### src/ffe_pkg.sv
// ----------------------------------------------------------------------------
// ffe_pkg - shared types and constants of the first-fit extent allocator
// Item layouts, operation and status codes, extent table entry format.
// ----------------------------------------------------------------------------
package ffe_pkg;

    // default sizing
    localparam int MAX_EXTENTS_DEF  = 64;
    localparam int HEADER_BYTES_DEF = 4;

    // field widths
    localparam int OFS_W  = 24;   // offsets and sizes carried in items
    localparam int LEN_W  = 25;   // extent lengths, starts, totals
    localparam int NEED_W = 26;   // span ends and rounded request plus header

    localparam logic [LEN_W-1:0] POOL_MAX   = 25'd16777216;
    localparam logic [LEN_W-1:0] POOL_RESET = 25'd65536;
    localparam logic [LEN_W-1:0] TOTAL_MAX  = 25'h1FFFFFF;

    // operations
    localparam logic [1:0] OP_ALLOC = 2'd0;
    localparam logic [1:0] OP_FREE  = 2'd1;
    localparam logic [1:0] OP_RESET = 2'd2;

    // status codes
    localparam logic [1:0] ST_OK     = 2'd0;
    localparam logic [1:0] ST_NO_FIT = 2'd1;
    localparam logic [1:0] ST_FULL   = 2'd2;

    typedef struct packed {
        logic [1:0]       operation;
        logic [OFS_W-1:0] request_size;
        logic [OFS_W-1:0] free_offset;
        logic [OFS_W-1:0] freed_word;
    } ffe_in_t;

    typedef struct packed {
        logic [1:0]       status;
        logic [OFS_W-1:0] data_offset;
        logic [OFS_W-1:0] header_word;
        logic [LEN_W-1:0] bytes_in_use;
        logic [LEN_W-1:0] peak_bytes;
    } ffe_out_t;

    // one free extent as held in the table memory
    typedef struct packed {
        logic [LEN_W-1:0] start;
        logic [LEN_W-1:0] length;
    } ffe_ext_t;

    localparam int EXT_W = $bits(ffe_ext_t);

endpackage

### src/ffe_ram.sv
// ----------------------------------------------------------------------------
// ffe_ram - generic simple dual-port RAM
// One write port, one read port, read data registered.
// ----------------------------------------------------------------------------
module ffe_ram #(
    parameter int WIDTH = 8,
    parameter int DEPTH = 64
) (
    input  logic                     aclk,
    input  logic                     we,
    input  logic [$clog2(DEPTH)-1:0] waddr,
    input  logic [WIDTH-1:0]         wdata,
    input  logic [$clog2(DEPTH)-1:0] raddr,
    output logic [WIDTH-1:0]         rdata
);

    logic [WIDTH-1:0] mem [DEPTH];

    always_ff @(posedge aclk) begin
        if (we) begin
            mem[waddr] <= wdata;
        end
        rdata <= mem[raddr];
    end

endmodule

### src/first_fit_extent_allocator_unit.sv
// ----------------------------------------------------------------------------
// first_fit_extent_allocator_unit - first-fit pool allocator with coalescing
// Address-sorted free extent table in one RAM; allocate carves the first
// fitting extent, free merges with neighbors or inserts a new extent.
// ----------------------------------------------------------------------------
// Steps: allocate scans the table from the first entry to the first fit and
// closes the gap when an extent is used up; free scans to the insertion point,
// then merges, extends, removes or inserts an entry; pool reset writes one extent.
// One item at a time: a new item is taken only in idle, and each table walk is
// bound by the single read and write port of the extent table RAM.
// Reset: one cycle after aresetn rises the table holds one 65536-byte extent.
// ----------------------------------------------------------------------------
module first_fit_extent_allocator_unit
    import ffe_pkg::*;
#(
    parameter int MAX_EXTENTS        = MAX_EXTENTS_DEF,
    parameter int ALLOC_HEADER_BYTES = HEADER_BYTES_DEF
) (
    input  logic             aclk,
    input  logic             aresetn,
    // request items
    input  logic             s_valid,
    output logic             s_ready,
    input  ffe_in_t          s_data,
    // result items
    output logic             m_valid,
    input  logic             m_ready,
    output ffe_out_t         m_data,
    // pool size register
    input  logic             cfg_valid,
    output logic             cfg_ready,
    input  logic [LEN_W-1:0] cfg_data
);

    localparam int AW = $clog2(MAX_EXTENTS);
    localparam int CW = $clog2(MAX_EXTENTS + 1);
    localparam logic [CW-1:0] CNT_MAX = CW'(MAX_EXTENTS);
    localparam logic [CW-1:0] CNT_ONE = CW'(1);
    localparam logic [LEN_W-1:0] HDR = LEN_W'(ALLOC_HEADER_BYTES);

    typedef enum logic [6:0] {
        S_INIT     = 7'b0000001,
        S_IDLE     = 7'b0000010,
        S_SCAN     = 7'b0000100,
        S_DECIDE   = 7'b0001000,
        S_SHIFT_DN = 7'b0010000,
        S_SHIFT_UP = 7'b0100000,
        S_DONE     = 7'b1000000
    } state_t;

    state_t            state_reg, state_next;
    logic [LEN_W-1:0]  pool_size_reg;
    logic [CW-1:0]     count_reg, count_next;
    logic [LEN_W-1:0]  in_use_reg, in_use_next;
    logic [LEN_W-1:0]  peak_reg, peak_next;

    // per-item working registers
    logic [1:0]        op_reg, op_next;
    logic [NEED_W-1:0] need_reg, need_next;
    logic [OFS_W-1:0]  word_reg, word_next;
    logic [OFS_W-1:0]  data_reg, data_next;
    logic [1:0]        status_reg, status_next;
    logic [LEN_W-1:0]  fs_reg, fs_next;
    logic [LEN_W-1:0]  flen_reg, flen_next;
    logic [NEED_W-1:0] fe_reg, fe_next;
    logic [CW-1:0]     idx_reg, idx_next;
    logic [CW-1:0]     chk_reg, chk_next;
    logic              chk_vld_reg, chk_vld_next;
    logic [CW-1:0]     mv_reg, mv_next;
    logic [CW-1:0]     ins_reg, ins_next;
    ffe_ext_t          prev_reg, prev_next;
    logic              prev_vld_reg, prev_vld_next;
    ffe_ext_t          cur_reg, cur_next;
    logic              cur_vld_reg, cur_vld_next;

    // result register
    logic              m_valid_reg, m_valid_next;
    ffe_out_t          m_data_reg, m_data_next;

    // table memory ports
    logic              mem_we;
    logic [AW-1:0]     mem_waddr, mem_raddr;
    ffe_ext_t          mem_wdata, mem_rdata;

    // combinational helpers
    logic [LEN_W-1:0]  eff_pool;
    logic [LEN_W-1:0]  rounded;
    logic [CW-1:0]     ins_m1;
    logic              rd_more;
    logic [LEN_W+1:0]  alloc_sum;
    logic [LEN_W-1:0]  alloc_total;
    logic [NEED_W-1:0] prev_end;
    logic              bad_span, left, right;

    ffe_ram #(
        .WIDTH(EXT_W),
        .DEPTH(MAX_EXTENTS)
    ) u_table (
        .aclk (aclk),
        .we   (mem_we),
        .waddr(mem_waddr),
        .wdata(mem_wdata),
        .raddr(mem_raddr),
        .rdata(mem_rdata)
    );

    assign s_ready   = (state_reg == S_IDLE);
    assign cfg_ready = 1'b1;
    assign m_valid   = m_valid_reg;
    assign m_data    = m_data_reg;

    // helper arithmetic
    assign eff_pool = (pool_size_reg > POOL_MAX) ? POOL_MAX : pool_size_reg;
    assign rounded  = (LEN_W'(s_data.request_size) + LEN_W'(3)) & ~LEN_W'(3);
    assign ins_m1   = ins_reg - CNT_ONE;
    assign rd_more  = (idx_reg < count_reg);
    assign alloc_sum   = (LEN_W+2)'(in_use_reg) + (LEN_W+2)'(need_reg);
    assign alloc_total = (alloc_sum > (LEN_W+2)'(TOTAL_MAX)) ? TOTAL_MAX
                                                               : alloc_sum[LEN_W-1:0];
    assign prev_end = NEED_W'(prev_reg.start) + NEED_W'(prev_reg.length);
    assign bad_span = (fe_reg > NEED_W'(pool_size_reg))
                   || (prev_vld_reg && (prev_end > NEED_W'(fs_reg)))
                   || (cur_vld_reg && (NEED_W'(cur_reg.start) < fe_reg));
    assign left  = prev_vld_reg && (prev_end == NEED_W'(fs_reg));
    assign right = cur_vld_reg && (NEED_W'(cur_reg.start) == fe_reg);

    // control and datapath
    always_comb begin
        state_next    = state_reg;
        count_next    = count_reg;
        in_use_next   = in_use_reg;
        peak_next     = peak_reg;
        op_next       = op_reg;
        need_next     = need_reg;
        word_next     = word_reg;
        data_next     = data_reg;
        status_next   = status_reg;
        fs_next       = fs_reg;
        flen_next     = flen_reg;
        fe_next       = fe_reg;
        idx_next      = idx_reg;
        chk_next      = chk_reg;
        chk_vld_next  = chk_vld_reg;
        mv_next       = mv_reg;
        ins_next      = ins_reg;
        prev_next     = prev_reg;
        prev_vld_next = prev_vld_reg;
        cur_next      = cur_reg;
        cur_vld_next  = cur_vld_reg;
        m_valid_next  = m_valid_reg && !m_ready;
        m_data_next   = m_data_reg;
        mem_we        = 1'b0;
        mem_waddr     = '0;
        mem_wdata     = '0;
        mem_raddr     = idx_reg[AW-1:0];

        case (state_reg)
            // seed the table with one extent after reset
            S_INIT: begin
                mem_we     = 1'b1;
                mem_wdata  = '{start: '0, length: POOL_RESET};
                count_next = CNT_ONE;
                state_next = S_IDLE;
            end

            S_IDLE: begin
                if (s_valid) begin
                    op_next       = s_data.operation;
                    status_next   = ST_OK;
                    data_next     = '0;
                    word_next     = '0;
                    idx_next      = '0;
                    chk_vld_next  = 1'b0;
                    prev_vld_next = 1'b0;
                    need_next     = NEED_W'(rounded) + NEED_W'(HDR);
                    word_next     = '0;
                    fs_next       = LEN_W'(s_data.free_offset) - HDR;
                    flen_next     = LEN_W'(s_data.freed_word) + HDR;
                    fe_next       = NEED_W'(LEN_W'(s_data.free_offset) - HDR)
                                  + NEED_W'(LEN_W'(s_data.freed_word) + HDR);
                    case (s_data.operation)
                        OP_ALLOC: begin
                            state_next = S_SCAN;
                        end
                        OP_FREE: begin
                            if (LEN_W'(s_data.free_offset) < HDR) begin
                                status_next = ST_NO_FIT;
                                state_next  = S_DONE;
                            end else begin
                                state_next = S_SCAN;
                            end
                        end
                        OP_RESET: begin
                            mem_we      = 1'b1;
                            mem_wdata   = '{start: '0, length: eff_pool};
                            count_next  = (eff_pool != '0) ? CNT_ONE : '0;
                            in_use_next = '0;
                            peak_next   = '0;
                            state_next  = S_DONE;
                        end
                        default: begin
                            state_next = S_DONE;
                        end
                    endcase
                end
            end

            // pipelined walk: issue read of idx, check entry chk
            S_SCAN: begin
                chk_vld_next = rd_more;
                chk_next     = idx_reg;
                idx_next     = rd_more ? idx_reg + CNT_ONE : idx_reg;
                if (chk_vld_reg) begin
                    if (op_reg == OP_ALLOC) begin
                        if (NEED_W'(mem_rdata.length) >= need_reg) begin
                            data_next   = OFS_W'(mem_rdata.start + HDR);
                            word_next   = OFS_W'(need_reg - NEED_W'(HDR));
                            in_use_next = alloc_total;
                            peak_next   = (alloc_total > peak_reg) ? alloc_total : peak_reg;
                            if (NEED_W'(mem_rdata.length) == need_reg) begin
                                // extent used up: close the gap
                                idx_next     = chk_reg + CNT_ONE;
                                chk_vld_next = 1'b0;
                                state_next   = S_SHIFT_DN;
                            end else begin
                                mem_we     = 1'b1;
                                mem_waddr  = chk_reg[AW-1:0];
                                mem_wdata  = '{start:  mem_rdata.start + LEN_W'(need_reg),
                                               length: mem_rdata.length - LEN_W'(need_reg)};
                                state_next = S_DONE;
                            end
                        end
                    end else begin
                        if (mem_rdata.start > fs_reg) begin
                            cur_next     = mem_rdata;
                            cur_vld_next = 1'b1;
                            ins_next     = chk_reg;
                            state_next   = S_DECIDE;
                        end else begin
                            prev_next     = mem_rdata;
                            prev_vld_next = 1'b1;
                        end
                    end
                end else if (!rd_more) begin
                    // walked past the last extent
                    if (op_reg == OP_ALLOC) begin
                        status_next = ST_NO_FIT;
                        state_next  = S_DONE;
                    end else begin
                        cur_vld_next = 1'b0;
                        ins_next     = count_reg;
                        state_next   = S_DECIDE;
                    end
                end
            end

            // free: reject, merge, extend or insert
            S_DECIDE: begin
                if (bad_span) begin
                    status_next = ST_NO_FIT;
                    state_next  = S_DONE;
                end else if (!left && !right && (count_reg >= CNT_MAX)) begin
                    status_next = ST_FULL;
                    state_next  = S_DONE;
                end else begin
                    in_use_next = (in_use_reg >= flen_reg) ? in_use_reg - flen_reg : '0;
                    if (left && right) begin
                        mem_we       = 1'b1;
                        mem_waddr    = ins_m1[AW-1:0];
                        mem_wdata    = '{start:  prev_reg.start,
                                         length: prev_reg.length + flen_reg + cur_reg.length};
                        idx_next     = ins_reg + CNT_ONE;
                        chk_vld_next = 1'b0;
                        state_next   = S_SHIFT_DN;
                    end else if (left) begin
                        mem_we     = 1'b1;
                        mem_waddr  = ins_m1[AW-1:0];
                        mem_wdata  = '{start: prev_reg.start,
                                       length: prev_reg.length + flen_reg};
                        state_next = S_DONE;
                    end else if (right) begin
                        mem_we     = 1'b1;
                        mem_waddr  = ins_reg[AW-1:0];
                        mem_wdata  = '{start: fs_reg, length: cur_reg.length + flen_reg};
                        state_next = S_DONE;
                    end else begin
                        mv_next      = count_reg - ins_reg;
                        idx_next     = count_reg - CNT_ONE;
                        chk_vld_next = 1'b0;
                        state_next   = S_SHIFT_UP;
                    end
                end
            end

            // remove: move entries down by one, read idx, write idx - 1
            S_SHIFT_DN: begin
                chk_vld_next = rd_more;
                chk_next     = idx_reg - CNT_ONE;
                idx_next     = rd_more ? idx_reg + CNT_ONE : idx_reg;
                if (chk_vld_reg) begin
                    mem_we    = 1'b1;
                    mem_waddr = chk_reg[AW-1:0];
                    mem_wdata = mem_rdata;
                end else if (!rd_more) begin
                    count_next = count_reg - CNT_ONE;
                    state_next = S_DONE;
                end
            end

            // insert: move entries up by one from the top, then place the span
            S_SHIFT_UP: begin
                chk_vld_next = (mv_reg != '0);
                chk_next     = idx_reg + CNT_ONE;
                if (mv_reg != '0) begin
                    idx_next = idx_reg - CNT_ONE;
                    mv_next  = mv_reg - CNT_ONE;
                end
                if (chk_vld_reg) begin
                    mem_we    = 1'b1;
                    mem_waddr = chk_reg[AW-1:0];
                    mem_wdata = mem_rdata;
                end else if (mv_reg == '0) begin
                    mem_we     = 1'b1;
                    mem_waddr  = ins_reg[AW-1:0];
                    mem_wdata  = '{start: fs_reg, length: flen_reg};
                    count_next = count_reg + CNT_ONE;
                    state_next = S_DONE;
                end
            end

            // hand the result to the output register
            S_DONE: begin
                if (!m_valid_reg || m_ready) begin
                    m_valid_next = 1'b1;
                    m_data_next  = '{status:       status_reg,
                                     data_offset:  data_reg,
                                     header_word:  word_reg,
                                     bytes_in_use: in_use_reg,
                                     peak_bytes:   peak_reg};
                    state_next   = S_IDLE;
                end
            end

            default: begin
                state_next = S_IDLE;
            end
        endcase
    end

    // control registers
    always_ff @(posedge aclk) begin
        if (!aresetn) begin
            state_reg     <= S_INIT;
            pool_size_reg <= POOL_RESET;
            count_reg     <= CNT_ONE;
            in_use_reg    <= '0;
            peak_reg      <= '0;
            chk_vld_reg   <= 1'b0;
            m_valid_reg   <= 1'b0;
        end else begin
            state_reg   <= state_next;
            count_reg   <= count_next;
            in_use_reg  <= in_use_next;
            peak_reg    <= peak_next;
            chk_vld_reg <= chk_vld_next;
            m_valid_reg <= m_valid_next;
            if (cfg_valid) begin
                pool_size_reg <= cfg_data;
            end
        end
    end

    // payload registers
    always_ff @(posedge aclk) begin
        op_reg       <= op_next;
        need_reg     <= need_next;
        word_reg     <= word_next;
        data_reg     <= data_next;
        status_reg   <= status_next;
        fs_reg       <= fs_next;
        flen_reg     <= flen_next;
        fe_reg       <= fe_next;
        idx_reg      <= idx_next;
        chk_reg      <= chk_next;
        mv_reg       <= mv_next;
        ins_reg      <= ins_next;
        prev_reg     <= prev_next;
        prev_vld_reg <= prev_vld_next;
        cur_reg      <= cur_next;
        cur_vld_reg  <= cur_vld_next;
        m_data_reg   <= m_data_next;
    end

endmodule
### config.mk
export PLATFORM = sky130hd
export DESIGN_NAME = first_fit_extent_allocator_unit
export DESIGN_NICKNAME = d
export VERILOG_FILES = /design/src/ffe_pkg.sv /design/src/ffe_ram.sv /design/src/first_fit_extent_allocator_unit.sv
export SDC_FILE = /design/constraint.sdc
export NUM_CORES = 2
export LEC_CHECK = 0
export ABC_AREA = 1
export ABC_CLOCK_PERIOD_IN_PS = 10150
export BUFFER_PORTS_ARGS = -buffer_cell sky130_fd_sc_hd__buf_2
export CORE_UTILIZATION = 46
export DETAILED_ROUTE_END_ITERATION = 8
export PLACE_DENSITY = 0.61
export SYNTH_ARGS = -nofsm -noshare
export SYNTH_HDL_FRONTEND = slang
export SYNTH_SLANG_ARGS = --single-unit
### constraint.sdc
create_clock -name aclk -period 10.15 [get_ports aclk]
set_clock_uncertainty 0.1 [all_clocks]
set_input_delay 0 -clock aclk [delete_from_list [all_inputs] [get_ports aclk]]
set_output_delay 0 -clock aclk [all_outputs]
set_load 0.02 [all_outputs]
==> metrics.txt <==
# TYPE chip_impl_metric gauge
chip_impl_metric{name="avgRoutedWirePerCell",unit="um"} 28.6
chip_impl_metric{name="die_width",unit="um"} 593
chip_impl_metric{name="leakagePower",unit="uW"} 0.0661
chip_impl_metric{name="ir_drop",unit="uV"} 151
chip_impl_metric{name="setup_viol_count_final",unit=""} 0
chip_impl_metric{name="timing.final.ws_setup",unit="ps"} 1770
chip_impl_metric{name="fin_tns_setup",unit="ps"} 0
chip_impl_metric{name="place.detailed.hpwl",unit="um"} 334000
chip_impl_metric{name="report.final.slew_viol_count",unit=""} 0
chip_impl_metric{name="final_hold_viols",unit=""} 0
chip_impl_metric{name="cts_resized",unit=""} 0
chip_impl_metric{name="synth_largest_type_area_fraction",unit="%"} 66.8
chip_impl_metric{name="drt.antenna.violating_nets",unit=""} 0
chip_impl_metric{name="via_per_inst",unit=""} 6.06
chip_impl_metric{name="chipHeight",unit="um"} 593
chip_impl_info{name="synth.most_common_cell",value="edfxtp_1"} 1
chip_impl_info{name="cp_common_cell",value="nand2_1"} 1
chip_impl_metric{name="p_per_area",unit="nW/um2"} 184
chip_impl_metric{name="portBuffers",unit=""} 203
chip_impl_info{name="netlist_top_cells_area",value="edfxtp_1, o21ai_0, nor2_1"} 1
chip_impl_metric{name="yosys_warnings",unit=""} 0
chip_impl_metric{name="netlist-cell-type-count",unit=""} 77
chip_impl_metric{name="data_required_time_of_the_critical_path",unit="ps"} 10640
chip_impl_metric{name="global_route.usage.total",unit="%"} 30.2
chip_impl_metric{name="htreeDepth",unit=""} 5
chip_impl_metric{name="detailedRoute.firstIterationViolations",unit=""} 15012
chip_impl_metric{name="post_synth_inst_count",unit=""} 13617
chip_impl_metric{name="ys_async_sr_fraction",unit="%"} 0
chip_impl_info{name="crit_path_top_delay_cell",value="o21ai_4"} 1
chip_impl_metric{name="worst_ep_arrival_time",unit="ps"} 8870
chip_impl_info{name="timing.setup.critical_path_class",value="flip-flop to flip-flop"} 1
chip_impl_metric{name="floorplan.initialDensity",unit="%"} 46.3
chip_impl_metric{name="routed_wirelength",unit="um"} 544000
chip_impl_info{name="cts-root-buf",value="clkbuf_16"} 1
chip_impl_metric{name="initial_antenna_violation_count",unit=""} 26
chip_impl_info{name="yosysTopAreaCell",value="edfxtp_1"} 1
chip_impl_info{name="synth.cells.most_frequent",value="edfxtp_1, nor2_1, o21ai_0, nand2_1, o22ai_1"} 1
chip_impl_info{name="outcome",value="completed"} 1
chip_impl_info{name="timing.critical_path.to_type",value="flip-flop"} 1
chip_impl_metric{name="peak_freq",unit="GHz"} 0.119
chip_impl_metric{name="numClockSinks",unit=""} 3719
chip_impl_metric{name="synth_area_per_cell",unit="um2"} 11.8
chip_impl_metric{name="cts-buffers-inserted",unit=""} 383
chip_impl_metric{name="worst-path-buf-inv",unit=""} 3
chip_impl_metric{name="clock_insertion_delay_worst_skew",unit="ps"} 970
chip_impl_metric{name="number_of_standard_cell_rows_in_the_floorplan",unit=""} 216
chip_impl_metric{name="via_count_of_the_first_global_routing_pass",unit=""} 107399
chip_impl_metric{name="drive_gt1_share",unit="%"} 9.07
chip_impl_metric{name="post_layout_min_period",unit="ps"} 8380
chip_impl_metric{name="routability_driven_placement_congestion_ratio",unit=""} 0.999
chip_impl_info{name="postSynth.topFlopCell",value="edfxtp_1"} 1
chip_impl_metric{name="core_area",unit="um2"} 347000
chip_impl_metric{name="slew_headroom",unit="%"} 15.7
chip_impl_metric{name="hold_slack",unit="ps"} 60.9
chip_impl_metric{name="cp_slowest_stage_delay",unit="ps"} 790
chip_impl_metric{name="grt_start_max_net_pins",unit=""} 192
chip_impl_metric{name="critical_path_fanouts_max",unit=""} 21
chip_impl_metric{name="detailedRoute.firstPassIterationCount",unit=""} 8
chip_impl_metric{name="grt_first_pass_wirelength",unit="um"} 771000
chip_impl_metric{name="fin_nets",unit=""} 14627
chip_impl_metric{name="finalCoreUtilization",unit="%"} 53.1
chip_impl_metric{name="cap_violations",unit=""} 0
chip_impl_metric{name="syn_area",unit="um2"} 161000
chip_impl_metric{name="synth_sequential_area_ratio",unit="%"} 68.6
chip_impl_metric{name="overflow",unit=""} 0
chip_impl_metric{name="total_chip_power",unit="uW"} 33900
chip_impl_metric{name="drt_drc_violations_left",unit=""} 0
chip_impl_metric{name="postCtsSetupRepairBufs",unit=""} 0
chip_impl_metric{name="clk_path_buf_depth",unit=""} 4
chip_impl_metric{name="vias",unit=""} 115282
chip_impl_metric{name="die-area",unit="um2"} 352000
chip_impl_metric{name="synth_enable_flop_cells",unit=""} 3578
chip_impl_info{name="largest_delay_share_family_worst_path",value="simple AND/OR/NAND/NOR gates"} 1
chip_impl_metric{name="areaGrowthSynthToFinish",unit="%"} 14.6
chip_impl_metric{name="worstMarginPinSlew",unit="ps"} 1250
chip_impl_info{name="tritoncts_clock_tree",value="done"} 1
chip_impl_metric{name="synth_seq_cells",unit=""} 3719
chip_impl_metric{name="number_of_flip_flops_in_the_largest_register",unit=""} 3200
chip_impl_metric{name="hold_buffers",unit=""} 331
chip_impl_metric{name="layout_worst_path_cycle_share",unit="%"} 82.6
chip_impl_info{name="hp-class",value="input pin to flip-flop"} 1
chip_impl_info{name="unrepaired_setup_endpoints_after_global_routing",value="no"} 1
chip_impl_metric{name="pin_count",unit=""} 207
chip_impl_info{name="timing.critical_path.from_type",value="flip-flop"} 1
chip_impl_metric{name="dpl_worst_slack",unit="ps"} 1990
chip_impl_metric{name="clkTransAtPathRegs",unit="ps"} 60
==> final cells by class <==
| cell class | count | area [um2] |
|---|---|---|
| timing repair buffer | 861 | 7430 |
| sequential | 3719 | 110000 |
| multi-input combinational | 8545 | 46500 |
| fill | 29381 | 163000 |
| clock buffer | 484 | 10200 |
| antenna | 8 | 20.0 |
| clock inverter | 207 | 1810 |
| inverter | 610 | 2320 |
| tap | 4578 | 5730 |
==> routing by layer <==
metal / vias up / track usage (%) / routed length (um)
met5: - / 0 / 69
met2: 6103 / 48.1 / 252000
met4: 10 / 13.1 / 26000
met1: 57062 / 40.8 / 216000
met3: 1126 / 5.13 / 50700
li1: 50981 / - / -
==> power by group <==
part	switching (uW)	internal (uW)
logic	2300	959
registers	191	16800
clock network	5980	7740
==> layout by cell type (no fill, tap or decap), drive strengths merged, types with 28 or more instances in the layout <==
master / Yosys / routed
a21oi: 542 / 542
a22o: 51 / 51
ha: 393 / 393
clkinv: 5 / 153
clkbuf: 623 / 484
dfxtp: 141 / 141
nand2: 1411 / 1411
a211oi: 62 / 62
nor3: 114 / 114
o22ai: 818 / 818
dlygate4sd3: 0 / 331
edfxtp: 3578 / 3578
buf: 122 / 530
nand4: 167 / 167
nor2: 2100 / 2100
xnor2: 75 / 75
nand3: 260 / 260
o211ai: 36 / 36
o21ai: 2002 / 2002
xor2: 162 / 162
o21bai: 28 / 28
inv: 605 / 625
a221oi: 67 / 67
==> kinds of logic (layout without fill, tap and decap cells) <==
| family | count (synthesis) | count (layout) | share of synthesized area, % |
|---|---|---|---|
| AOI/OAI and AO/OA | 3770 | 3770 | 13.2 |
| xor gates and xnor gates | 237 | 237 | 1.29 |
| adders and majority gates | 403 | 403 | 3.18 |
| buffers and inverters | 1355 | 2162 | 3.25 |
| DFF | 3719 | 3719 | 68.6 |
| muxes | 1 | 1 | 0.00622 |
| other | 2 | 12 | 0.00467 |
| and+or+nand+nor | 4130 | 4130 | 10.5 |
==> worst register-to-register path, delay by kind of cell, from the launching register on <==
kind            cells  cell delay [ps]
fa+ha+maj           4             1160
buf+inv             3              760
flops               1              370
xor+xnor            1               70
compound gates      5             1830
simple gates       15             3680
==> per-stage QoR <==
| step | instance area, um2 | instances |
|---|---|---|
| floorplan | 161000 | 13619 |
| global placement | 169000 | 17982 |
| detailed placement | 169000 | 17982 |
| CTS | 184000 | 19004 |
| global route | 184000 | 19008 |
| finish | 184000 | 19012 |
==> final timing paths <==
kind | from | endpoint | slack [ps] | depth (start not counted)
worst max register to register | prev_reg[0] | u_table.mem[49][23] | 1770 | 28
worst max-delay path | prev_reg[0] | u_table.mem[49][23] | 1770 | 28
worst min register to register | data_reg[0] | m_data[74] | 310 | 0
worst min-delay path | s_data[7] | flen_reg[9] | 60 | 4
Power figures use the tool's default switching activity.
